<file path="config.mk">
export PLATFORM = sky130hd
export DESIGN_NAME = efba_front
export DESIGN_NICKNAME = d
export VERILOG_FILES = /design/src/efba_pkg.sv /design/src/efba_front.sv
export SDC_FILE = /design/constraint.sdc
export NUM_CORES = 1
export LEC_CHECK = 0
export ABC_AREA = 1
export BUFFER_PORTS_ARGS = -buffer_cell sky130_fd_sc_hd__buf_4
export CAP_MARGIN = 20
export CORE_AREA = 2 2 98 100
export CTS_BUF_LIST = sky130_fd_sc_hd__clkbuf_4 sky130_fd_sc_hd__clkbuf_8 sky130_fd_sc_hd__clkbuf_16
export DETAILED_ROUTE_END_ITERATION = 6
export DIE_AREA = 0 0 100 102
export PLACE_DENSITY = 0.88
export SLEW_MARGIN = 20
export SYNTH_ARGS = -nofsm -noshare
export SYNTH_HDL_FRONTEND = slang
export SYNTH_SLANG_ARGS = --single-unit
</file>
<file path="constraint.sdc">
create_clock -name clk_i -period 6.65 [get_ports clk_i]
set_clock_uncertainty 0.2 [all_clocks]
set_input_delay 1.33 -clock clk_i [delete_from_list [all_inputs] [get_ports clk_i]]
set_output_delay 1.33 -clock clk_i [all_outputs]
set_load 0.05 [all_outputs]
</file>
<file path="src/efba_pkg.sv">
// Package for the exact-fit block allocator: payload structs, status codes,
// operation kinds and sizing constants. No dependencies.
package efba_pkg;

  localparam int unsigned MaxBlocksDef  = 64;
  localparam int unsigned AlignBytesDef = 256;
  localparam int unsigned DescBytesDef  = 24;
  localparam int unsigned QueueDepth    = 2;

  typedef enum logic [0:0] {
    KIND_ALLOC = 1'b0,
    KIND_FREE  = 1'b1
  } kind_e;

  typedef enum logic [2:0] {
    ST_NEW        = 3'd0,
    ST_REUSED     = 3'd1,
    ST_FREED      = 3'd2,
    ST_NOT_FOUND  = 3'd3,
    ST_TABLE_FULL = 3'd4,
    ST_EXHAUSTED  = 3'd5
  } status_e;

  typedef struct packed {
    logic        kind;
    logic [31:0] request_size;
    logic [31:0] block_address;
  } req_t;

  typedef struct packed {
    logic [31:0] granted_address;
    logic [2:0]  status;
  } rsp_t;

  // Classified command handed from the front end to the engine
  typedef struct packed {
    logic        is_free;
    logic        size_ovf;   // rounded size does not fit 32 bits
    logic [31:0] aligned;    // rounded size (valid if !size_ovf)
    logic [31:0] address;
  } cmd_t;

  typedef enum logic [1:0] {
    EN_IDLE,
    EN_SCAN,
    EN_FINISH,
    EN_OUT
  } eng_state_e;

endpackage

</file>
<file path="src/efba_front.sv">
// Front end: accepts requests, rounds the size and queues the classified
// command for the engine. Depends on efba_pkg.
module efba_front #(
  parameter int unsigned ALIGN_BYTES = efba_pkg::AlignBytesDef
) (
  input  logic          clk_i,
  input  logic          rst_ni,
  input  logic          in_valid,
  output logic          in_stall,
  input  efba_pkg::req_t in_data_i,
  output logic          cmd_valid_o,
  input  logic          cmd_take_i,
  output efba_pkg::cmd_t cmd_o
);

  localparam int unsigned Depth = efba_pkg::QueueDepth;

  efba_pkg::cmd_t       queue_q [Depth];
  logic                 wr_ptr_q, wr_ptr_d, rd_ptr_q, rd_ptr_d;
  logic [1:0]           count_q, count_d;
  logic                 push, pop;
  logic [32:0]          grown, aligned;
  efba_pkg::cmd_t       cmd_new;

  // Round up to the next multiple, always adding one step
  always_comb begin
    grown   = {1'b0, in_data_i.request_size} + 33'(ALIGN_BYTES);
    aligned = grown - (grown % 33'(ALIGN_BYTES));
    cmd_new.is_free  = (in_data_i.kind == efba_pkg::KIND_FREE);
    cmd_new.size_ovf = aligned[32];
    cmd_new.aligned  = aligned[31:0];
    cmd_new.address  = in_data_i.block_address;
  end

  assign in_stall    = (count_q == 2'(Depth));
  assign push        = in_valid && !in_stall;
  assign cmd_valid_o = (count_q != 2'd0);
  assign pop         = cmd_valid_o && cmd_take_i;
  assign cmd_o       = queue_q[rd_ptr_q];

  always_comb begin
    wr_ptr_d = push ? ~wr_ptr_q : wr_ptr_q;
    rd_ptr_d = pop ? ~rd_ptr_q : rd_ptr_q;
    count_d  = count_q + 2'(push) - 2'(pop);
  end

  always_ff @(posedge clk_i or negedge rst_ni) begin
    if (!rst_ni) begin
      wr_ptr_q <= 1'b0;
      rd_ptr_q <= 1'b0;
      count_q  <= 2'd0;
    end else begin
      wr_ptr_q <= wr_ptr_d;
      rd_ptr_q <= rd_ptr_d;
      count_q  <= count_d;
    end
  end

  always_ff @(posedge clk_i) begin
    if (push) begin
      queue_q[wr_ptr_q] <= cmd_new;
    end
  end

  // Queue never overflows or underflows
  assert property (@(posedge clk_i) disable iff (!rst_ni) count_q <= 2'(Depth))
    else $error("command queue overfilled");
  assert property (@(posedge clk_i) disable iff (!rst_ni)
    (count_q == 2'd0) |-> !pop) else $error("pop from empty queue");
  assert property (@(posedge clk_i) disable iff (!rst_ni)
    (push && !pop) |=> (count_q == $past(count_q) + 2'd1))
    else $error("queue count lost a push");

endmodule

</file>
==> impl_results.md <==
- Status: finished, final reports clean
- Tmin final: ~3.4 ns
- WS Path Type: register to output pin
- Critical Path RT: 5.12 ns
- Final WL: roughly 11000 um
- P&R area growth vs syn: 31.80%
- Crit path capture type: output pin
- Worst setup SP type: register
- Cell variety after synth: 25
- Diode count: 0
- Clock slew at reported path FFs: roughly 0.060 ns
- Post-detailed-route count of antenna-violating nets: 0
- Initial Utilization: 56.37%
- Avg WL per Cell: ~16 um
- CTS Buf Count: 17
- Routed via count: 3629
- Post-DP Area: 6122 um^2
- Crit path largest cell delay: about 0.52 ns
- TritonCTS clock tree: yes
- Die area: ~10000 um^2
- Period utilisation layout: 50.81%
- Number of placed instances, taps included: 687
- Non-Filler Instances: between 700 and 800
- Avg Vias per Cell: between 5 and 6
- Power Dens Cells: roughly 530 nW/um^2
- Commonest cells after routing, fill and taps aside: nand2_1 (229), buf_4 (123), edfxtp_1 (116)
- Syn Area/Cell: 11.00 um^2
- Setup tns final: 0 ns
- IO Pins: 137
- DP Worst Slack: 3.294 ns
- Hold Path Class: register to register
- Tot GR Track Use: between 20% and 30%
- Nets@finish: 668
- Fillers: 603
- Number of gates resized after CTS: 0
- RSZ-0062 raised after global routing: false
- Hold_buf cts: 0
- Synth Warn #: 0
- Synth Instances: 467
- Clock sinks: 120
- Antenna violations before repair: 0
- Peak supply drop: ~0.00029 V
- Die width: approximately 100 um
- Die Span Y: 102 um
- Cell area after synthesis: 5135 um^2
- Critical Path, Cell by Cell: buf_4 > nand2_1 > nand2_1 > buf_4
- Initial drt markers: 208
- Fin. max-slew vios: 0
- Leak: 2.924 nW
- Clock tree buffer depth: 2
- # DRC: 0
- CORE AREA: 9109 um^2
- Buffers on Ports: 120
- H-tree levels: 4
- Max_cap viols: 0
- Post-detail-place hpwl: 7206 um
- Largest net degree at the start of global routing: 60
- Post-CTS Setup Bufs: 0
- Slew margin rel.: approximately 56%
- Seq/Total Area, Yosys: 69.79%
- Tot Pwr: 3.614 mW
- Placement Rows: 35
- CP arrival: 1.85 ns
- Commonest non-fill, non-tap cell in the layout: nand2_1
- CP max stage cell: buf_4
- Crit path max fanout: 58
- Drt pass-1 iters: 4
- Fmax: 296.0 MHz
- Share of cells above drive strength 1: 28.45%
- Clk_lat worst skew: 0.50 ns
- Final setup viols: 0
- Worst-Margin Slew: 0.6592 ns
- Grt ovf: 0
- First-pass GRT wire length: 17520 um
- Final Hold Vio Count: 0
- Worst setup margin: 3.271 ns
- Vias in the first global route: 3698
- Flops & latches, synth: 120
- Finished Cell Area: between 6000 and 7000 um^2
- CTS root buf: clkbuf_8
- Gpl congestion: 0.9178
-- logic make-up (layout without fill, tap and decap cells) --
logic type,count (synthesis),count (layout),synth area share (%)
compound gates,3,3,0.2921
flops,120,120,69.79
buf+inv,36,170,3.387
simple gates,287,287,22.83
other cells,1,8,0.07303
xor+xnor,17,17,2.900
fa+ha+maj,3,3,0.7311
-- Yosys cell counts --
| cell type | instances | area (um^2) |
|---|---|---|
| nand3_1 | 6 | 30.03 |
| dfrtp_1 | 4 | 100.1 |
| buf_4 | 9 | 67.56 |
| nor2_4 | 4 | 45.04 |
| a21oi_1 | 1 | 5.000 |
| o21ai_1 | 1 | 5.000 |
| buf_2 | 4 | 20.02 |
| inv_2 | 1 | 3.750 |
| nor2_2 | 6 | 37.54 |
| nor3_1 | 1 | 5.000 |
| nand3b_1 | 5 | 37.54 |
| conb_1 | 1 | 3.750 |
| clkbuf_1 | 8 | 30.03 |
| or2_2 | 1 | 6.260 |
| nand2_4 | 1 | 11.26 |
| nand2_1 | 229 | 859.6 |
| edfxtp_1 | 116 | 3483 |
| nor2_1 | 29 | 108.9 |
| inv_1 | 14 | 52.55 |
| nand2_2 | 3 | 18.77 |
| o21ai_0 | 1 | 5.000 |
| nand4_1 | 2 | 12.51 |
| ha_1 | 3 | 37.54 |
| xor2_1 | 10 | 87.58 |
| xnor2_1 | 7 | 61.31 |
-- through the flow --
step | hold slack [ns] | utilization (%)
global placement | 0.3292 | 67.21
global route | 0.3932 | 74.30
detailed placement | 0.3928 | 67.21
floorplan | 0.3150 | -
finish | 0.4133 | 74.30
CTS | 0.3946 | 74.08
-- routing by layer --
layer / part of all wire (%) / GRT usage [%]
met5: 0 / 0
met4: 1.5 / 10.33
met3: 6.8 / 5.677
met2: 51 / 39.81
met1: 40 / 26.90
-- worst max-delay path, delay by kind of cell, from the launching register on --
kind	cells	cell delay (ns)
buffers and inverters	2	0.72
DFF	1	0.36
and+or+nand+nor	2	0.26
-- state kept, by name, summed over array words and instances, names as in the netlist --
signal    cells
queue_q     116
count_q       2
wr_ptr_q      1
rd_ptr_q      1
-- final cells by class --
| type | count | area, um^2 | share of cell area, % |
|---|---|---|---|
| multi-input cells | 318 | 1419 | 20.97 |
| flip-flops and latches | 120 | 3585 | 52.97 |
| well taps | 111 | 138.9 | 2.052 |
| clock buffers | 18 | 421.7 | 6.230 |
| clock inverters | 13 | 203.9 | 3.014 |
| inverters | 15 | 56.30 | 0.8319 |
| repair buffers | 124 | 943.4 | 13.94 |
-- path summary, 6_finish.rpt --
path | from | to | slack [ns] | cells after the start
worst max-delay path | rd_ptr_q$_DFFE_PN0P_ | cmd_o[43] | 3.27 | 4
worst min-delay path | count_q[0]$_DFF_PN0_ | count_q[0]$_DFF_PN0_ | 0.41 | 1
worst max register to register | count_q[1]$_DFF_PN0_ | queue_q[1][62]$_DFFE_PP_ | 4.20 | 4
worst min register to register | count_q[0]$_DFF_PN0_ | count_q[0]$_DFF_PN0_ | 0.41 | 1
max in group asynchronous | rst_ni | rd_ptr_q$_DFFE_PN0P_ | 5.72 | 1
min in group asynchronous | rst_ni | count_q[1]$_DFF_PN0_ | 0.42 | 1
-- where the power goes --
group          internal [mW]  total (mW)  switching (mW)
registers               1.04        1.09          0.0476
logic                  0.395        1.56            1.17
clock network          0.646       0.968           0.322
total                   2.08        3.61            1.53
(Power assumes the default switching activity.)
